<file path="src/rtl/lkvc_pkg.sv">
// shared types and constants of the lru key/value cache unit
// depends on: nothing
`default_nettype none

package lkvc_pkg;

   localparam int KEY_W  = 32;
   localparam int DATA_W = 32;
   localparam int CAP_W  = 5;

   // operation codes carried in tuser of the request
   localparam logic OP_GET = 1'b0;
   localparam logic OP_PUT = 1'b1;

   // reset value of the capacity register
   localparam logic [CAP_W-1:0] CAP_RESET = 5'd16;

   // read value returned by a get that misses
   localparam logic [DATA_W-1:0] MISS_VALUE = 32'hFFFF_FFFF;

   // commands from the controller to the datapath
   typedef struct packed {
      logic capture;   // latch request and lookup results
      logic commit;    // update entries and load the response beat
   } ctl_cmd_type;

endpackage

`default_nettype wire

</file>
<file path="src/rtl/lru_key_value_cache_unit.sv">
// top level of the lru key/value cache unit: controller plus datapath
// depends on: lkvc_pkg, lkvc_ctrl, lkvc_datapath
//
// channel  | dir | handshake             | payload
// req      | in  | req_tvalid/req_tready | tdata: key, value; tuser: opcode
// rsp      | out | rsp_tvalid/rsp_tready | tdata: read_value, evicted_key;
//          |     |                       | tuser: found, evicted
// csr      | in  | csr_wr_en             | csr_wr_data: capacity
//
// each beat has a lookup, the key compare against all entries on the accept edge,
// then the recency update and entry write in the update state.
// a finished response waits in an output register; a new beat is accepted
// meanwhile, and the update cycle stalls only while that register is still full.
// reset clears all entries at once and sets capacity to 16.
`default_nettype none

module lru_key_value_cache_unit
   import lkvc_pkg::*;
#(
   parameter int ENTRIES = 16
) (
   input  wire logic               clock,
   input  wire logic               reset,
   // request channel
   input  wire logic               req_tvalid,
   output logic                    req_tready,
   input  wire logic [63:0]        req_tdata,   // [31:0] key, [63:32] value
   input  wire logic               req_tuser,   // [0] opcode
   // response channel
   output logic                    rsp_tvalid,
   input  wire logic               rsp_tready,
   output logic [63:0]             rsp_tdata,   // [31:0] read_value, [63:32] evicted_key
   output logic [1:0]              rsp_tuser,   // [0] found, [1] evicted
   // capacity register
   input  wire logic               csr_wr_en,
   input  wire logic [CAP_W-1:0]   csr_wr_data
);

   ctl_cmd_type       cmd;
   logic              found;
   logic              evicted;
   logic [DATA_W-1:0] read_value;
   logic [KEY_W-1:0]  evicted_key;

   lkvc_ctrl u_ctrl (
      .clock      (clock),
      .reset      (reset),
      .req_tvalid (req_tvalid),
      .req_tready (req_tready),
      .rsp_tvalid (rsp_tvalid),
      .rsp_tready (rsp_tready),
      .cmd        (cmd)
   );

   lkvc_datapath #(
      .ENTRIES (ENTRIES)
   ) u_datapath (
      .clock           (clock),
      .reset           (reset),
      .cmd             (cmd),
      .csr_wr_en       (csr_wr_en),
      .csr_wr_data     (csr_wr_data),
      .req_opcode      (req_tuser),
      .req_key         (req_tdata[31:0]),
      .req_value       (req_tdata[63:32]),
      .rsp_found       (found),
      .rsp_read_value  (read_value),
      .rsp_evicted     (evicted),
      .rsp_evicted_key (evicted_key)
   );

   // response packing
   assign rsp_tdata = {evicted_key, read_value};
   assign rsp_tuser = {evicted, found};

endmodule

`default_nettype wire

</file>
<file path="src/rtl/lkvc_ctrl.sv">
// controller of the lru key/value cache unit: handshakes and sequencing
// depends on: lkvc_pkg
`default_nettype none

module lkvc_ctrl
   import lkvc_pkg::*;
(
   input  wire logic        clock,
   input  wire logic        reset,
   input  wire logic        req_tvalid,
   output logic             req_tready,
   output logic             rsp_tvalid,
   input  wire logic        rsp_tready,
   output ctl_cmd_type      cmd
);

   typedef enum logic [1:0] {
      ST_IDLE   = 2'b01,
      ST_UPDATE = 2'b10
   } ctl_state_type;

   ctl_state_type state_ff, state_in;
   logic          rsp_valid_ff, rsp_valid_in;

   // next state and commands
   always_comb begin
      state_in    = state_ff;
      cmd.capture = 1'b0;
      cmd.commit  = 1'b0;
      req_tready  = 1'b0;
      case (state_ff)
         ST_IDLE: begin
            req_tready = 1'b1;
            if (req_tvalid) begin
               cmd.capture = 1'b1;
               state_in    = ST_UPDATE;
            end
         end
         ST_UPDATE: begin
            // commit once the response register is free or being drained
            if (!rsp_valid_ff || rsp_tready) begin
               cmd.commit = 1'b1;
               state_in   = ST_IDLE;
            end
         end
         default: begin
            state_in = ST_IDLE;
         end
      endcase
   end

   // response beat valid
   assign rsp_valid_in = cmd.commit | (rsp_valid_ff & ~rsp_tready);
   assign rsp_tvalid   = rsp_valid_ff;

   always_ff @(posedge clock) begin
      if (reset) begin
         state_ff     <= ST_IDLE;
         rsp_valid_ff <= 1'b0;
      end else begin
         state_ff     <= state_in;
         rsp_valid_ff <= rsp_valid_in;
      end
   end

endmodule

`default_nettype wire

</file>
<file path="src/rtl/lkvc_datapath.sv">
// datapath of the lru key/value cache unit: entry registers, key compare,
// recency ranks, capacity register and response register
// depends on: lkvc_pkg
`default_nettype none

module lkvc_datapath
   import lkvc_pkg::*;
#(
   parameter int ENTRIES = 16
) (
   input  wire logic               clock,
   input  wire logic               reset,
   input  wire ctl_cmd_type        cmd,
   input  wire logic               csr_wr_en,
   input  wire logic [CAP_W-1:0]   csr_wr_data,
   input  wire logic               req_opcode,
   input  wire logic [KEY_W-1:0]   req_key,
   input  wire logic [DATA_W-1:0]  req_value,
   output logic                    rsp_found,
   output logic [DATA_W-1:0]       rsp_read_value,
   output logic                    rsp_evicted,
   output logic [KEY_W-1:0]        rsp_evicted_key
);

   localparam int AGE_W = (ENTRIES > 1) ? $clog2(ENTRIES) : 1;
   localparam int CNT_W = $clog2(ENTRIES + 1);
   localparam int CMP_W = (CNT_W > CAP_W) ? CNT_W : CAP_W;

   // entry registers
   logic [KEY_W-1:0]  entry_key_ff   [ENTRIES];
   logic [KEY_W-1:0]  entry_key_in   [ENTRIES];
   logic [DATA_W-1:0] entry_value_ff [ENTRIES];
   logic [DATA_W-1:0] entry_value_in [ENTRIES];
   logic [AGE_W-1:0]  entry_age_ff   [ENTRIES];
   logic [AGE_W-1:0]  entry_age_in   [ENTRIES];
   logic [ENTRIES-1:0] entry_valid_ff, entry_valid_in;
   logic [CNT_W-1:0]  entry_count_ff, entry_count_in;
   logic [CAP_W-1:0]  capacity_ff, capacity_in;

   // captured request and lookup vectors
   logic               op_ff, op_in;
   logic [KEY_W-1:0]   key_ff, key_in;
   logic [DATA_W-1:0]  value_ff, value_in;
   logic [ENTRIES-1:0] hit_ff, hit_in;
   logic [ENTRIES-1:0] oldest_ff, oldest_in;
   logic [ENTRIES-1:0] free_ff, free_in;

   // response register
   logic               found_ff, found_in;
   logic [DATA_W-1:0]  read_value_ff, read_value_in;
   logic               evicted_ff, evicted_in;
   logic [KEY_W-1:0]   evicted_key_ff, evicted_key_in;

   // update stage signals
   logic               hit_any;
   logic [DATA_W-1:0]  hit_value;
   logic [AGE_W-1:0]   hit_age;
   logic [KEY_W-1:0]   oldest_key;
   logic [CMP_W-1:0]   eff_cap;
   logic [CMP_W-1:0]   count_ext;
   logic               do_insert;
   logic               do_evict;
   logic [ENTRIES-1:0] dst_vec;
   logic [AGE_W-1:0]   lru_age;
   logic [ENTRIES-1:0] invalid_vec;

   // capacity register
   assign capacity_in = csr_wr_en ? csr_wr_data : capacity_ff;

   // lookup on the incoming beat: key compare, oldest entry, first free slot
   assign lru_age     = AGE_W'(entry_count_ff - CNT_W'(1));
   assign invalid_vec = ~entry_valid_ff;
   always_comb begin
      for (int i = 0; i < ENTRIES; i++) begin
         hit_in[i]    = entry_valid_ff[i] && (entry_key_ff[i] == req_key);
         oldest_in[i] = entry_valid_ff[i] && (entry_age_ff[i] == lru_age);
      end
      free_in = invalid_vec & (~invalid_vec + ENTRIES'(1));
   end

   assign op_in    = cmd.capture ? req_opcode : op_ff;
   assign key_in   = cmd.capture ? req_key    : key_ff;
   assign value_in = cmd.capture ? req_value  : value_ff;

   // selection of the hit and oldest entries
   always_comb begin
      hit_value  = '0;
      hit_age    = '0;
      oldest_key = '0;
      for (int i = 0; i < ENTRIES; i++) begin
         hit_value  = hit_value  | (entry_value_ff[i] & {DATA_W{hit_ff[i]}});
         hit_age    = hit_age    | (entry_age_ff[i]   & {AGE_W{hit_ff[i]}});
         oldest_key = oldest_key | (entry_key_ff[i]   & {KEY_W{oldest_ff[i]}});
      end
   end

   // capacity clamped to one up to the entry count
   always_comb begin
      eff_cap = CMP_W'(capacity_ff);
      if (eff_cap == '0) begin
         eff_cap = CMP_W'(1);
      end else if (eff_cap > CMP_W'(ENTRIES)) begin
         eff_cap = CMP_W'(ENTRIES);
      end
   end

   assign count_ext = CMP_W'(entry_count_ff);
   assign hit_any   = |hit_ff;
   assign do_insert = (op_ff == OP_PUT) && !hit_any;
   assign do_evict  = do_insert && (count_ext >= eff_cap);
   assign dst_vec   = do_evict ? oldest_ff : free_ff;

   // entry update on commit
   always_comb begin
      entry_valid_in = entry_valid_ff;
      entry_count_in = entry_count_ff;
      for (int i = 0; i < ENTRIES; i++) begin
         entry_key_in[i]   = entry_key_ff[i];
         entry_value_in[i] = entry_value_ff[i];
         entry_age_in[i]   = entry_age_ff[i];
         if (cmd.commit) begin
            if (hit_any) begin
               // move the hit entry to the front, younger ones age by one
               if (hit_ff[i]) begin
                  entry_age_in[i] = '0;
                  if (op_ff == OP_PUT) begin
                     entry_value_in[i] = value_ff;
                  end
               end else if (entry_valid_ff[i] && (entry_age_ff[i] < hit_age)) begin
                  entry_age_in[i] = entry_age_ff[i] + AGE_W'(1);
               end
            end else if (do_insert) begin
               // new key takes the free or evicted slot, all others age
               if (dst_vec[i]) begin
                  entry_valid_in[i] = 1'b1;
                  entry_key_in[i]   = key_ff;
                  entry_value_in[i] = value_ff;
                  entry_age_in[i]   = '0;
               end else if (entry_valid_ff[i]) begin
                  entry_age_in[i] = entry_age_ff[i] + AGE_W'(1);
               end
            end
         end
      end
      if (cmd.commit && do_insert && !do_evict) begin
         entry_count_in = entry_count_ff + CNT_W'(1);
      end
   end

   // response beat
   always_comb begin
      found_in       = found_ff;
      read_value_in  = read_value_ff;
      evicted_in     = evicted_ff;
      evicted_key_in = evicted_key_ff;
      if (cmd.commit) begin
         found_in       = hit_any;
         evicted_in     = do_evict;
         evicted_key_in = do_evict ? oldest_key : '0;
         if (op_ff == OP_GET) begin
            read_value_in = hit_any ? hit_value : MISS_VALUE;
         end else begin
            read_value_in = '0;
         end
      end
   end

   // control state
   always_ff @(posedge clock) begin
      if (reset) begin
         entry_valid_ff <= '0;
         entry_count_ff <= '0;
         capacity_ff    <= CAP_RESET;
      end else begin
         entry_valid_ff <= entry_valid_in;
         entry_count_ff <= entry_count_in;
         capacity_ff    <= capacity_in;
      end
   end

   // payload registers
   always_ff @(posedge clock) begin
      for (int i = 0; i < ENTRIES; i++) begin
         entry_key_ff[i]   <= entry_key_in[i];
         entry_value_ff[i] <= entry_value_in[i];
         entry_age_ff[i]   <= entry_age_in[i];
      end
      op_ff          <= op_in;
      key_ff         <= key_in;
      value_ff       <= value_in;
      if (cmd.capture) begin
         hit_ff    <= hit_in;
         oldest_ff <= oldest_in;
         free_ff   <= free_in;
      end
      found_ff       <= found_in;
      read_value_ff  <= read_value_in;
      evicted_ff     <= evicted_in;
      evicted_key_ff <= evicted_key_in;
   end

   assign rsp_found       = found_ff;
   assign rsp_read_value  = read_value_ff;
   assign rsp_evicted     = evicted_ff;
   assign rsp_evicted_key = evicted_key_ff;

endmodule

`default_nettype wire

</file>
<file path="config.mk">
export PLATFORM = sky130hd
export DESIGN_NAME = lru_key_value_cache_unit
export DESIGN_NICKNAME = d
export VERILOG_FILES = /design/src/rtl/lkvc_pkg.sv /design/src/rtl/lru_key_value_cache_unit.sv /design/src/rtl/lkvc_ctrl.sv /design/src/rtl/lkvc_datapath.sv
export SDC_FILE = /design/constraint.sdc
export NUM_CORES = 2
export LEC_CHECK = 0
export ABC_AREA = 1
export BUFFER_PORTS_ARGS = -buffer_cell sky130_fd_sc_hd__buf_2
export CORE_UTILIZATION = 45
export CTS_BUF_LIST = sky130_fd_sc_hd__clkbuf_16
export CTS_CLUSTER_SIZE = 25
export DETAILED_ROUTE_END_ITERATION = 10
export PLACE_DENSITY = 0.64
export SLEW_MARGIN = 40
export SYNTH_ARGS = -nofsm -noshare
export SYNTH_HDL_FRONTEND = slang
export SYNTH_SLANG_ARGS = --single-unit
</file>
<file path="constraint.sdc">
create_clock -name clock -period 11 [get_ports clock]
set_input_delay 0 -clock clock [delete_from_list [all_inputs] [get_ports clock]]
set_output_delay 0 -clock clock [all_outputs]
set_load 0.01 [all_outputs]
</file>
# ---- Word-level counts from Yosys, hierarchy flattened
# Memory sizes are Yosys's and may differ from the RTL's.
# Index checks and enable logic that the tools add are counted.
dict set report classes {
  n_addsub 19
  n_mux 284
  bitwise_logic 100
  eq_ne 36
  order_cmp 18
  n_reduce_logical 75
}
# operator count
set ops {}
lappend ops {{32-bit two-way mux} 161}
lappend ops {{32-bit bitwise AND} 32}
lappend ops {{32-bit bitwise OR} 30}
lappend ops {{32-bit equality test} 16}
lappend ops {{4-bit two-way mux} 112}
lappend ops {{4-bit by 1-bit adder with 4-bit output, second input constant} 16}
lappend ops {{4-bit bitwise AND} 16}
lappend ops {{4-bit equality test} 16}
lappend ops {{4-bit < comparator} 16}
lappend ops {{4-bit AND reduction} 16}
lappend ops {{4-bit bitwise OR} 15}
lappend ops {{1-bit logical AND} 52}
lappend ops {{16-bit inverter} 2}
lappend ops {{16-bit by 1-bit adder with 16-bit output, second input constant} 1}
lappend ops {{16-bit bitwise AND} 1}
lappend ops {{16-bit two-way mux} 1}
lappend ops {{16-bit OR reduction} 1}
lappend ops {{5-bit two-way mux} 2}
lappend ops {{5-bit by 1-bit adder with 5-bit output, second input constant} 1}
lappend ops {{5-bit greater-or-equal comparator} 1}
lappend ops {{5-bit > comparator, second input constant} 1}
lappend ops {{5-bit logical NOT} 1}
lappend ops {{1-bit two-way mux} 5}
lappend ops {{2-bit two-way mux} 2}
lappend ops {{12 further kinds} 15}
dict set report word_totals {
  ramBits 1088
  input_bits 75
  regBits 208
  out_inout_bits 68
  mem_count 3
  wordCells 565
}
# memory depth word_bits read_ports rd_clocked_by_memory_dff write_ports line_no
set memory_table {}
lappend memory_table {u_datapath.entry_key_ff 16 32 16 0 16 lkvc_datapath.sv:30} ;# logic [KEY_W-1:0] entry_key_ff [ENTRIES];
lappend memory_table {u_datapath.entry_value_ff 16 32 16 0 16 lkvc_datapath.sv:32} ;# logic [DATA_W-1:0] entry_value_ff [ENTRIES];
lappend memory_table {u_datapath.entry_age_ff 16 4 16 0 16 lkvc_datapath.sv:34} ;# logic [AGE_W-1:0] entry_age_ff [ENTRIES];

# ---- Depth between registers and ports, before layout
dict set report depth {
  depth_word 22
  depth_mapped 17
  ltp_nobuf 16
}

# ---- Hierarchy
# A second synthesis with hierarchy kept.
dict set report unflattened {
  hier_cells 4757
  hier_area_um2 56922.1
}
# mod cells_each seq_area_each_um2 area_each_um2 instances
set modules_own_cells {}
lappend modules_own_cells {lkvc_datapath 4737 38567.0 56761.9 1}
lappend modules_own_cells {lkvc_ctrl 18 60.1 145.1 1}
lappend modules_own_cells {lru_key_value_cache_unit 2 0.0 15.0 1}

# ---- Least setup slack after synthesis
# Ideal clock, no wire load.
dict set report synth_path {
  path_type {reg2reg}
  from {register u_ctrl.state_ff[1]}
  to {register u_datapath.free_ff[0], enable pin}
  t_arrival_ns 5.112
  slack_ns 5.303
  t_required_ns 10.414
  path_buffers 0
  setup_time_ns 0.586
  synth_period_minus_slack_ns 5.697
  path_stages_with_launch 4
  cell_sequence {dfxtp_1 inv_1 nand2_1 nor2_1}
}
# item line_no
set synth_lines {}
lappend synth_lines {{start, declared} lkvc_ctrl.sv:22} ;# ctl_state_type state_ff, state_in;
lappend synth_lines {{start signal, assigned} lkvc_ctrl.sv:61} ;# state_ff <= state_in;
lappend synth_lines {{end signal, assigned} lkvc_datapath.sv:194} ;# free_ff <= free_in;
lappend synth_lines {{end, declared} lkvc_datapath.sv:46} ;# logic [ENTRIES-1:0] free_ff, free_in;

==> flow_summary.toml <==
[worst_setup_path]
regToRegSetupSlack_ns = 6.19
crit_fanout = 62
endpoint_kind = "flop"
worstSetupPathType = "reg2reg"
reg2reg_depth = 12
max_stage_delay_ns = 0.79
path_depth = 12
crit_slowest_cell = "clkinv_1"
crit_top_cell = "nand2_1"
startpoint = "u_datapath.count_ext[0]"
cp_cell_sequence = "clkinv_1, ha_1, nand2_1, inv_1, nand4_1, nand3_2, nand2_8, o21ai_1, a21oi_2, nand2_1, nor2_4, buf_4"
endpoint = "u_datapath.entry_value_ff[1][121]"
cp_top_family = "buffers and inverters"
rr_startpoint = "u_datapath.count_ext[0]"
cp-start-kind = "flop"
crit_arrival_ns = 5.23
cp.required_ns = 11.43
worstReg2RegEnd = "u_datapath.entry_value_ff[1][121]"
crit_buf_inv = 3

[route]
via_per_inst = 6.452
routed_wl_mm = 234.5
wl_per_cell_um = 34.74
drcViolationCount = 3
postRouteAntennaNets = 0
dr_total_vias = 43570
initialDrtViolationCount = 8054
first_pass_iters = 11

[yosys]
synth_cell_types = 52
synth_compound_area_frac = 0.1001
ys_seq_area_frac = 0.6843
yosys.area.top_type_share = 0.6740
synth_top_family_by_area = "simple AND/OR/NAND/NOR gates"
synth_simple_gate_area_share = 0.1433
synthMuxAreaShare = 0
synth_seq_cells = 1296
synth_edf_count = 1267
ys_top_cells_by_count = "1272 x nand2_1, 1267 x edfxtp_1, 310 x nor2_1"
synth_area_leader_cell = "edfxtp_1"
syn-num-nets = 4835
synthArstFlopShare = 0
yosys.area_share.xor_xnor = 0.03021
yosysWarnings = 0
synth_ff_type = "edfxtp_1"
yosys.area_share.adder = 0.008644
synth_area_leaders = "edfxtp_1 67%, nand2_1 8.5%, a221oi_1 3.3%"
syn_avg_cell_area_um2 = 11.96
synthMostInstantiatedCell = "nand2_1"
syn_area_mm2 = 0.05645
synth_cells = 4721

[global_route]
antenna_found_initial = 17
grt_max_degree = 114
grt-ovfl-total = 0
grt_pass1_vias = 39230
grt_first_pass_wirelength_mm = 318.1
grt.total_usage = 0.3654

[sta]
drv_slew = 0
rsz0062_at_grt = "false"
setup_tns_ns = 0
max_freq_mhz = 208.0
tightest_slew_ns = 1.035
setup_viol = 0
max_slew_margin = 0.3098
fin_worst_skew_ns = 0.03303
fin_crit_sh = 0.4371
finalCriticalPeriod_ns = 4.808
hold_viol = 0

[clocking]
cts_buffers = 140
cts_sinks = 1296
clk-insertion-delay-late_ns = 0.82
cts_resized = 0
clkTransAtPathRegs_ns = 0.06
cts_buffer_depth = 3
htree_levels = 4
tritoncts = "done"
cts-root-buf = "clkbuf_16"

[cells_and_area]
nets = 5112
area_growth_pct = 16.06
drive_gt1_frac = 0.1197
final.fill_count = 10450

[placed_design]
gp_congestion = 1.074
hpwl_mm = 155.6
io_buffers = 142

[pwr]
power_per_cell_area_mw_per_mm2 = 167.9
peakVddDrop_mv = 0.1466
p_leak_nw = 23.37
power_mw = 11.00

[hold_path]
min-delay-path-class = "in2reg"
min_from = "req_tdata[10]"

[floorplan]
core_area_mm2 = 0.1241
start_util = 0.4548
die-area_mm2 = 0.1269
num_rows = 129
fp.dieW_um = 356.2
die_h_um = 356.2
io_pins = 143

[run]
timing.max_cap.violations = 0

[status]
violations = "design-rule violations"
outcome = "finished, violations left"
-- metrics by stage --
stage	worst slack, ns	area [um^2]	hold WS, ns	util	instances
2_1_floorplan	5.303	56450	0.06907	-	4721
3_3_place_gp	5.282	59180	0.1759	0.4768	6354
3_5_place_dp	6.286	59560	0.1781	0.4799	6369
4_1_cts	6.259	65430	0.01248	0.5271	6740
5_1_grt	5.983	65490	0.06387	0.5277	6743
6_report	6.192	65520	0.07264	0.5278	6752
-- worst min path at each step --
stage / cells after the start / to
2_1_floorplan: 1 / u_ctrl.rsp_tvalid
3_3_place_gp: 1 / u_datapath.value_ff[22]
3_5_place_dp: 1 / u_datapath.value_ff[24]
4_1_cts: 2 / u_datapath.key_ff[10]
5_1_grt: 2 / u_datapath.key_ff[10]
6_report: 2 / u_datapath.key_ff[10]
-- registers in the layout (all words and copies together), names as in the netlist, 16 cells and up --
name	cells
u_datapath.entry_age_ff	64
u_datapath.entry_key_ff	512
u_datapath.entry_valid_ff	16
u_datapath.entry_value_ff	512
u_datapath.free_ff	16
u_datapath.hit_ff	16
u_datapath.key_ff	32
u_datapath.oldest_ff	16
u_datapath.rsp_evicted_key	32
u_datapath.rsp_read_value	32
u_datapath.value_ff	32
-- layout by cell type, fill, tap and decap left out, types with 49 or more instances in the layout --
cell and n:
nor2_1 277, o21ai_0 123, buf_2 143, buf_4 84, inv_1 250, xnor2_1 93, nand4_1 86, nand2_1 1272
dlygate4sd3_1 122, edfxtp_1 1267, o22ai_1 96, clkbuf_16 141, a22o_1 70, xor2_1 97, a21oi_1 61, or2_2 70
a221oi_1 211, nand3_1 119, nor4_1 49
-- what timing repair did --
item,4_1_cts,5_1_grt
endpoints found under the hold margin,101,29
buffers inserted,0,0
hold buffers,121,1
-- logic make-up (layout without fill, tap and decap cells) --
group,count (synthesis),count (layout)
compound gates,764,764
xor+xnor,193,193
fa+ha+maj,39,39
buf+inv,480,865
flops,1296,1296
other cells,0,9
simple gates,1949,1949
-- cell type report --
cell class                 count  area, um^2  share of cell area
tap                         1637        2048             0.03126
clock inverter               109        1125             0.01717
sequential                  1296       38630              0.5896
antenna                        9       22.52           0.0003438
multi-input combinational   2945       16290              0.2487
clock buffer                 141        3528             0.05386
inverter                     249       939.7             0.01434
timing repair buffer         366        2929             0.04471
-- metal layers --
layer / track usage / share of wire
met1: 0.5211 / 0.39
met2: 0.5068 / 0.41
met3: 0.1077 / 0.14
met4: 0.1819 / 0.057
met5: 0 / 0.00046
-- report_power, final --
group | internal (mW) | switching, mW | leakage (nW)
Sequential | 5.47 | 0.0950 | 11.8
Combinational | 0.166 | 0.447 | 9.21
Clock | 2.72 | 2.09 | 2.37
Total | 8.36 | 2.64 | 23.4
Note: power is estimated with default switching activity, not from simulation.
